===== src/rtl/modular_exponentiation_32_assert.svh =====
// assertion macros for the modular exponentiation block
// no dependencies; included by modules that carry concurrent checks
`ifndef MODULAR_EXPONENTIATION_32_ASSERT_SVH
`define MODULAR_EXPONENTIATION_32_ASSERT_SVH
`ifndef SYNTHESIS
// property must hold at every clock edge outside reset
`define MEXP_ASSERT(lbl, clk, rstn, prop) \
    lbl: assert property (@(posedge clk) disable iff (!rstn) prop) \
        else $error("mexp assertion failed");
// expression must never be true outside reset
`define MEXP_NEVER(lbl, clk, rstn, expr) \
    lbl: assert property (@(posedge clk) disable iff (!rstn) !(expr)) \
        else $error("mexp forbidden condition");
`else
`define MEXP_ASSERT(lbl, clk, rstn, prop)
`define MEXP_NEVER(lbl, clk, rstn, expr)
`endif
`endif


===== src/rtl/mexp_pkg.sv =====
// types and constants for the modular exponentiation block
// no dependencies; imported by modular_exponentiation_32
package mexp_pkg;

    localparam int DATA_BITS = 32;

    // func field codes
    localparam logic FUNC_MOD  = 1'b0;
    localparam logic FUNC_WRAP = 1'b1;

    typedef enum logic [2:0] {
        ST_IDLE,
        ST_MUL,
        ST_RED,
        ST_NEXT,
        ST_FIN
    } state_t;

    // which operation the shared multiply-reduce unit is running
    typedef enum logic [1:0] {
        OP_BASE,
        OP_ACC,
        OP_SQR
    } op_t;

    typedef struct packed {
        logic                 func;
        logic [DATA_BITS-1:0] base;
        logic [DATA_BITS-1:0] exponent;
        logic [DATA_BITS-1:0] modulus;
    } mexp_req_t;

    typedef struct packed {
        logic [DATA_BITS-1:0] power;
        logic                 bad_modulus;
    } mexp_rsp_t;

endpackage


===== src/rtl/modular_exponentiation_32.sv =====
// modular exponentiation by right-to-left square-and-multiply
// depends on mexp_pkg and modular_exponentiation_32_assert.svh
//
// channel  dir  handshake             beat
// req      in   req_valid/req_stall   func, base, exponent, modulus
// rsp      out  rsp_valid/rsp_stall   power, bad_modulus
//
// one shared multiply-reduce unit: a WORD_BITS x WORD_BITS multiply into the
// product register, then WORD_BITS restoring shift-subtract steps by the modulus
// mode 0: one base reduction, one operation per set exponent bit, and one
// square per exponent bit below the top set bit
// mode 1: the low half of each product is taken, no reduction steps
// zero modulus in mode 0 goes straight to a bad_modulus result; reset needs no clearing pass
// a new request is taken while a result waits under rsp_stall; a finished
// result then waits in the sequencer until the output register frees up
`include "modular_exponentiation_32_assert.svh"

module modular_exponentiation_32 #(
    parameter int WORD_BITS = 32
) (
    input  logic                clk,
    input  logic                rst_n,
    input  logic                req_valid,
    output logic                req_stall,
    input  mexp_pkg::mexp_req_t req_data,
    output logic                rsp_valid,
    input  logic                rsp_stall,
    output mexp_pkg::mexp_rsp_t rsp_data
);
    import mexp_pkg::*;

    localparam int W  = WORD_BITS;
    localparam int CW = (W > 1) ? $clog2(W) : 1;
    localparam logic [CW-1:0] LAST_STEP = CW'(W - 1);

    // sequencer and control
    state_t          state_reg, state_next;
    op_t             op_reg, op_next;
    logic [CW-1:0]   cnt_reg, cnt_next;
    logic            rsp_valid_reg, rsp_valid_next;

    // operands and working values
    logic            func_reg, func_next;
    logic            bad_reg, bad_next;
    logic [W-1:0]    mod_reg, mod_next;
    logic [W-1:0]    exp_reg, exp_next;
    logic [W-1:0]    base_reg, base_next;
    logic [W-1:0]    acc_reg, acc_next;
    logic [2*W-1:0]  prod_reg, prod_next;
    mexp_rsp_t       rsp_reg, rsp_next;

    // shared unit signals
    logic [W-1:0]    mul_x, mul_y;
    logic [2*W-1:0]  mul_prod;
    logic [W-1:0]    prod_hi;
    logic [W:0]      trial, diff;
    logic            fits;
    logic [W-1:0]    rem;
    logic [W-1:0]    red_result;
    logic            red_done;

    // sequencing helpers
    logic            req_fire;
    logic            rsp_free;
    logic            take_acc;
    logic [W-1:0]    exp_shift;
    logic            last_bit;
    logic [W-1:0]    req_mod;

    assign req_fire = req_valid && !req_stall;
    assign rsp_free = !rsp_valid_reg || !rsp_stall;
    assign req_mod  = req_data.modulus[W-1:0];

    // multiplier: acc*base, base*base, or base*1 to reduce the raw base
    assign mul_x    = (op_reg == OP_ACC) ? acc_reg : base_reg;
    assign mul_y    = (op_reg == OP_BASE) ? W'(1) : base_reg;
    assign mul_prod = {{W{1'b0}}, mul_x} * {{W{1'b0}}, mul_y};

    // one restoring step: shift the next product bit into the remainder
    assign prod_hi  = prod_reg[2*W-1:W];
    assign trial    = {prod_hi, prod_reg[W-1]};
    assign diff     = trial - {1'b0, mod_reg};
    assign fits     = trial >= {1'b0, mod_reg};
    assign rem      = fits ? diff[W-1:0] : trial[W-1:0];

    // wrap mode takes the low half straight away
    assign red_result = (func_reg == FUNC_WRAP) ? prod_reg[W-1:0] : rem;
    assign red_done   = (func_reg == FUNC_WRAP) || (cnt_reg == LAST_STEP);

    // multiply acc in once per set bit, then square unless no bits remain
    assign take_acc  = (op_reg != OP_ACC) && exp_reg[0];
    assign exp_shift = exp_reg >> 1;
    assign last_bit  = (exp_shift == '0);

    // next state
    always_comb
    begin
        state_next = state_reg;
        unique case (state_reg)
            ST_IDLE:
            begin
                if (req_fire)
                begin
                    if (req_data.func == FUNC_WRAP)
                        state_next = ST_NEXT;
                    else if (req_mod == '0)
                        state_next = ST_FIN;
                    else
                        state_next = ST_MUL;
                end
            end
            ST_MUL:
                state_next = ST_RED;
            ST_RED:
            begin
                if (red_done)
                    state_next = ST_NEXT;
            end
            ST_NEXT:
            begin
                if (take_acc)
                    state_next = ST_MUL;
                else if (last_bit)
                    state_next = ST_FIN;
                else
                    state_next = ST_MUL;
            end
            ST_FIN:
            begin
                if (rsp_free)
                    state_next = ST_IDLE;
            end
            default:
                state_next = ST_IDLE;
        endcase
    end

    // outputs and datapath next values
    always_comb
    begin
        req_stall      = (state_reg != ST_IDLE);
        op_next        = op_reg;
        cnt_next       = cnt_reg;
        func_next      = func_reg;
        bad_next       = bad_reg;
        mod_next       = mod_reg;
        exp_next       = exp_reg;
        base_next      = base_reg;
        acc_next       = acc_reg;
        prod_next      = prod_reg;
        rsp_next       = rsp_reg;
        rsp_valid_next = rsp_valid_reg && rsp_stall;

        unique case (state_reg)
            ST_IDLE:
            begin
                if (req_fire)
                begin
                    func_next = req_data.func;
                    mod_next  = req_mod;
                    exp_next  = req_data.exponent[W-1:0];
                    base_next = req_data.base[W-1:0];
                    acc_next  = W'(1);
                    op_next   = OP_BASE;
                    bad_next  = (req_data.func == FUNC_MOD) && (req_mod == '0);
                end
            end
            ST_MUL:
            begin
                prod_next = mul_prod;
                cnt_next  = '0;
            end
            ST_RED:
            begin
                prod_next = {rem, prod_reg[W-2:0], 1'b0};
                cnt_next  = cnt_reg + CW'(1);
                if (red_done)
                begin
                    if (op_reg == OP_ACC)
                        acc_next = red_result;
                    else
                        base_next = red_result;
                end
            end
            ST_NEXT:
            begin
                if (take_acc)
                    op_next = OP_ACC;
                else if (!last_bit)
                begin
                    exp_next = exp_shift;
                    op_next  = OP_SQR;
                end
            end
            ST_FIN:
            begin
                if (rsp_free)
                begin
                    rsp_valid_next       = 1'b1;
                    rsp_next.power       = bad_reg ? '0 : DATA_BITS'(acc_reg);
                    rsp_next.bad_modulus = bad_reg;
                end
            end
            default:
            begin
                op_next = OP_BASE;
            end
        endcase
    end

    // control registers
    always_ff @(posedge clk or negedge rst_n)
    begin
        if (!rst_n)
        begin
            state_reg     <= ST_IDLE;
            op_reg        <= OP_BASE;
            cnt_reg       <= '0;
            rsp_valid_reg <= 1'b0;
        end
        else
        begin
            state_reg     <= state_next;
            op_reg        <= op_next;
            cnt_reg       <= cnt_next;
            rsp_valid_reg <= rsp_valid_next;
        end
    end

    // payload registers
    always_ff @(posedge clk)
    begin
        func_reg <= func_next;
        bad_reg  <= bad_next;
        mod_reg  <= mod_next;
        exp_reg  <= exp_next;
        base_reg <= base_next;
        acc_reg  <= acc_next;
        prod_reg <= prod_next;
        rsp_reg  <= rsp_next;
    end

    assign rsp_valid = rsp_valid_reg;
    assign rsp_data  = rsp_reg;

    // a taken request keeps the block busy on the next cycle
    `MEXP_ASSERT(a_busy_after_req, clk, rst_n, req_fire |=> req_stall)
    // operands below the modulus keep the running remainder below it
    `MEXP_ASSERT(a_rem_below_mod, clk, rst_n,
        (state_reg == ST_RED && func_reg == FUNC_MOD) |-> (prod_hi < mod_reg))
    // an error beat always carries a zero power
    `MEXP_ASSERT(a_bad_zero_power, clk, rst_n,
        (rsp_valid && rsp_data.bad_modulus) |-> (rsp_data.power == '0))
    // a finished result is never dropped onto a stalled output
    `MEXP_NEVER(a_no_overwrite, clk, rst_n,
        (state_reg == ST_FIN) && rsp_valid_reg && rsp_stall && (state_next == ST_IDLE))

endmodule

===== config.mk =====
export PLATFORM = sky130hd
export DESIGN_NAME = modular_exponentiation_32
export DESIGN_NICKNAME = d
export VERILOG_FILES = /design/src/rtl/mexp_pkg.sv /design/src/rtl/modular_exponentiation_32.sv
export VERILOG_INCLUDE_DIRS = /design/src /design/src/rtl
export SDC_FILE = /design/constraint.sdc
export NUM_CORES = 2
export LEC_CHECK = 0
export BUFFER_PORTS_ARGS = -buffer_cell sky130_fd_sc_hd__clkbuf_2
export CORE_MARGIN = 4
export CORE_UTILIZATION = 29
export DETAILED_ROUTE_END_ITERATION = 12
export PLACE_DENSITY = 0.52
export SYNTH_ARGS = -nofsm -noshare
export SYNTH_HDL_FRONTEND = slang
export SYNTH_SLANG_ARGS = --single-unit

===== constraint.sdc =====
create_clock -name clk -period 11.65 [get_ports clk]
set_input_delay 2.33 -clock clk [delete_from_list [all_inputs] [get_ports clk]]
set_output_delay 2.33 -clock clk [all_outputs]
set_load 0.05 [all_outputs]

==> results.txt <==
----------------------------------------------------
[CTS]
  Clock root buffer ... sky130_fd_sc_hd__clkbuf_16
  Htree depth ... 1
  Clock slew at reported path FFs ... ~0.07 ns
  Skew-Pair Late Insertion Delay ... approximately 0.64 ns
  CTS tree ... built
  Sink count of the clock tree ... ~240
  Resized cells post-CTS ... 0
  Clock buffers created by TritonCTS ... 30
  Post-CTS setup buffer count ... 0
  Count of hold buffers inserted by post-cts repair ... 0
  Buffer depth of the longest clock path ... 3

[Synth]
  Number of different library cells in the post-synthesis netlist ... 79
  Cell types with the largest area share after synthesis ... sky130_fd_sc_hd__fa_1, sky130_fd_sc_hd__edfxtp_1, sky130_fd_sc_hd__ha_1
  Fraction of post-synthesis cell area in the top cell type by area ... 0.401
  EDFF count, synth ... ~230
  Synthesized netlist cell count ... 4821
  Synthesized cell area ... 0.0447 mm²
  Net count of the mapped netlist ... 6116
  Sequential element share of the synthesized area ... 0.159
  Average footprint of a synthesized cell ... approximately 9.3 µm²
  Ys Warns ... 0
  Flip-flop cell with the highest count after synthesis ... sky130_fd_sc_hd__edfxtp_1
  Synth Register Bits ... roughly 240
  Library cell occupying the most area in the post-synthesis netlist ... sky130_fd_sc_hd__fa_1
  Post-synth ARST share ... 0.0462

[Placed design]
  Dpl hpwl ... approximately 130000 µm
  Placement-stage cell area ... 0.0477 mm²
  Count of buffers from port buffering ... 135
  Placer congestion estimate ... just over 0.9

[Floorplanning]
  IO Pins ... 136
  Die boundary height ... 401 µm
  Floorplan Core Area ... 0.153 mm²
  Die outline area ... 0.161 mm²
  Std cell rows ... 143
  Initial core utilization ... 0.293
  Die outline width ... 401 µm

[STA]
  Maximum frequency from static timing analysis ... around 0.095 GHz
  Crit share post-route ... 0.905
  Unrepaired setup endpoints after global routing ... no
  Slew at the pin closest to its max-slew limit ... 1.46 ns
  Skew final ... 0.0332 ns
  Setup Viol. Count Final ... 0
  Number of endpoints with negative hold slack in the final report ... 0
  Worst rel slew slack ... 0.0214
  Setup TNS after final layout ... 0 ns
  Number of max-slew violations in the final report ... 0
  Shortest clock period the worst path allows after layout ... 10.54 ns

[Worst setup path]
  Category of the most critical setup path ... reg -> reg
  Critical path data arrival time ... 10.87 ns
  Crit path required time ... 11.98 ns
  Worst Setup Start Kind ... flip-flop
  Nature of the critical path endpoint ... flip-flop
  Crit path max fanout ... 38

[Global routing]
  Initial antenna violation count ... 8
  Wire length of the first global-routing pass ... 238000 µm
  Via count of the first global-routing pass ... 36.1k
  Overflow after GRT ... 0
  Largest net degree at the start of global routing ... 100
  GRT Overall Usage ... 0.195

[Finish]
  Sequential standard cell area ... 0.00709 mm²
  Fraction of layout cells with a size suffix above 1 ... 0.0819
  Area occupied by multi-input gates ... 0.0335 mm²
  Most frequent standard cell in the layout excluding fill and tap cells ... sky130_fd_sc_hd__fa_1
  Max reg flops ... 64
  Commonest cells after routing, fill and taps aside ... sky130_fd_sc_hd__fa_1, sky130_fd_sc_hd__inv_1, sky130_fd_sc_hd__nor2_1, sky130_fd_sc_hd__nand2_1, sky130_fd_sc_hd__ha_1
  Filler Cell Count ... 15.9k
  Number of nets in the finished design ... 6107
  Non-Filler Cell Area, Final ... about 0.049 mm²
  Post-synthesis to final-layout area growth ... 8.97%

[Flow run]
  Count of max-cap constraint violations ... 0

[Worst hold path]
  Hold Path Class ... reg -> reg

[Drt]
  Antenna Violating Nets Remaining ... 0
  Wire length reported by the detailed router ... 158000 µm
  Drt initial violations ... 2919
  Via density ... 5.00
  Wirelength per Cell ... roughly 23 µm
  Total DRC errors in the routed layout ... 0
  Total via count after detailed routing ... 34.4k
  Number of optimization iterations in the first detailed-route pass ... 7

[Run status]
  Result of the run ... finished clean

----------------------------------------------------
==> layout make-up <==
cell class	instances	share of cell area
multi-input combinational	3434	0.686
clock inverter	22	0.00477
sequential	238	0.146
clock buffer	34	0.0161
inverter	894	0.0689
antenna	4	0.000205
tap	2030	0.0521
timing repair buffer	214	0.0260
==> cell families (layout without fill, tap and decap cells) <==
logic type / count (synthesis) / after routing / synth area share
AO/OA/AOI/OAI: 506 / 506 / 0.0708
XOR/XNOR: 87 / 87 / 0.0170
adder cells (fa/ha/maj): 1194 / 1194 / 0.485
buffers and inverters: 1149 / 1164 / 0.0972
flip-flops: 238 / 238 / 0.159
multiplexers: 136 / 136 / 0.0324
other: 0 / 4 / 0
AND/OR/NAND/NOR: 1511 / 1511 / 0.139
==> final timing paths <==
check | start | to | slack (ns) | depth (start not counted)
max | op_reg[0]$_DFFE_PN0P_ | prod_reg[58]$_DFFE_PP_ | 1.11 | 25
min | bad_reg$_DFFE_PP_ | rsp_data[0]$_DFFE_PP_ | 0.46 | 0
max reg2reg | op_reg[0]$_DFFE_PN0P_ | prod_reg[58]$_DFFE_PP_ | 1.11 | 25
min reg2reg | bad_reg$_DFFE_PP_ | rsp_data[0]$_DFFE_PP_ | 0.46 | 0
max in group asynchronous | rst_n | cnt_reg[3]$_DFFE_PN0P_ | 9.83 | 1
min in group asynchronous | rst_n | state_reg[0]$_DFFE_PN0P_ | 1.58 | 1
==> through the flow <==
step / hold slack (ns) / cells / setup WS [ns] / utilization
after CTS: 0.464 / 6866 / 1.37 / 0.319
after detailed placement: 0.459 / 6810 / 1.41 / 0.313
final: 0.462 / 6870 / 1.11 / 0.319
after floorplan: 0.465 / 4821 / 3.13 / -
after global placement: 0.433 / 6810 / 1.43 / 0.313
after global routing: 0.474 / 6866 / 0.501 / 0.319
==> synthesized netlist by cell type, types with 65 or more instances <==
| cell type | number |
|---|---|
| sky130_fd_sc_hd__a21oi_1 | 161 |
| sky130_fd_sc_hd__a21o_1 | 69 |
| sky130_fd_sc_hd__inv_1 | 894 |
| sky130_fd_sc_hd__o21ai_0 | 127 |
| sky130_fd_sc_hd__ha_1 | 297 |
| sky130_fd_sc_hd__mux2i_1 | 65 |
| sky130_fd_sc_hd__nand2_1 | 563 |
| sky130_fd_sc_hd__clkbuf_1 | 207 |
| sky130_fd_sc_hd__nor2_1 | 706 |
| sky130_fd_sc_hd__edfxtp_1 | 227 |
| sky130_fd_sc_hd__mux2_2 | 70 |
| sky130_fd_sc_hd__fa_1 | 897 |
==> layer usage <==
metal	routed length, µm	GRT usage
met3	13400	0.0409
met1	68700	0.273
met4	6260	0.0597
met5	13	0
met2	69400	0.304
==> worst max-delay path: stages, from the launching register on <==
cell and delay [ns]:
sky130_fd_sc_hd__dfrtp_1 0.41, sky130_fd_sc_hd__or2_2 0.71, sky130_fd_sc_hd__buf_4 0.46, sky130_fd_sc_hd__and2_1 1.01, sky130_fd_sc_hd__nand2_1 0.19, sky130_fd_sc_hd__fa_1 0.45, sky130_fd_sc_hd__inv_1 0.12, sky130_fd_sc_hd__fa_1 0.42
sky130_fd_sc_hd__inv_1 0.08, sky130_fd_sc_hd__fa_1 0.44, sky130_fd_sc_hd__fa_1 0.50, sky130_fd_sc_hd__fa_1 0.56, sky130_fd_sc_hd__inv_1 0.05, sky130_fd_sc_hd__fa_1 0.57, sky130_fd_sc_hd__fa_1 0.46, sky130_fd_sc_hd__fa_1 0.53
sky130_fd_sc_hd__ha_1 0.51, sky130_fd_sc_hd__nand4_1 0.28, sky130_fd_sc_hd__nor2_1 0.41, sky130_fd_sc_hd__nand3_1 0.18, sky130_fd_sc_hd__a211oi_1 0.49, sky130_fd_sc_hd__o21ai_0 0.29, sky130_fd_sc_hd__a21oi_1 0.58, sky130_fd_sc_hd__a41oi_1 0.25
sky130_fd_sc_hd__xor2_1 0.19, sky130_fd_sc_hd__o21ai_0 0.09
Power is left out: the tool's default activity adds up to more than one toggle a clock period on the data nets, which glitch-free logic cannot reach.
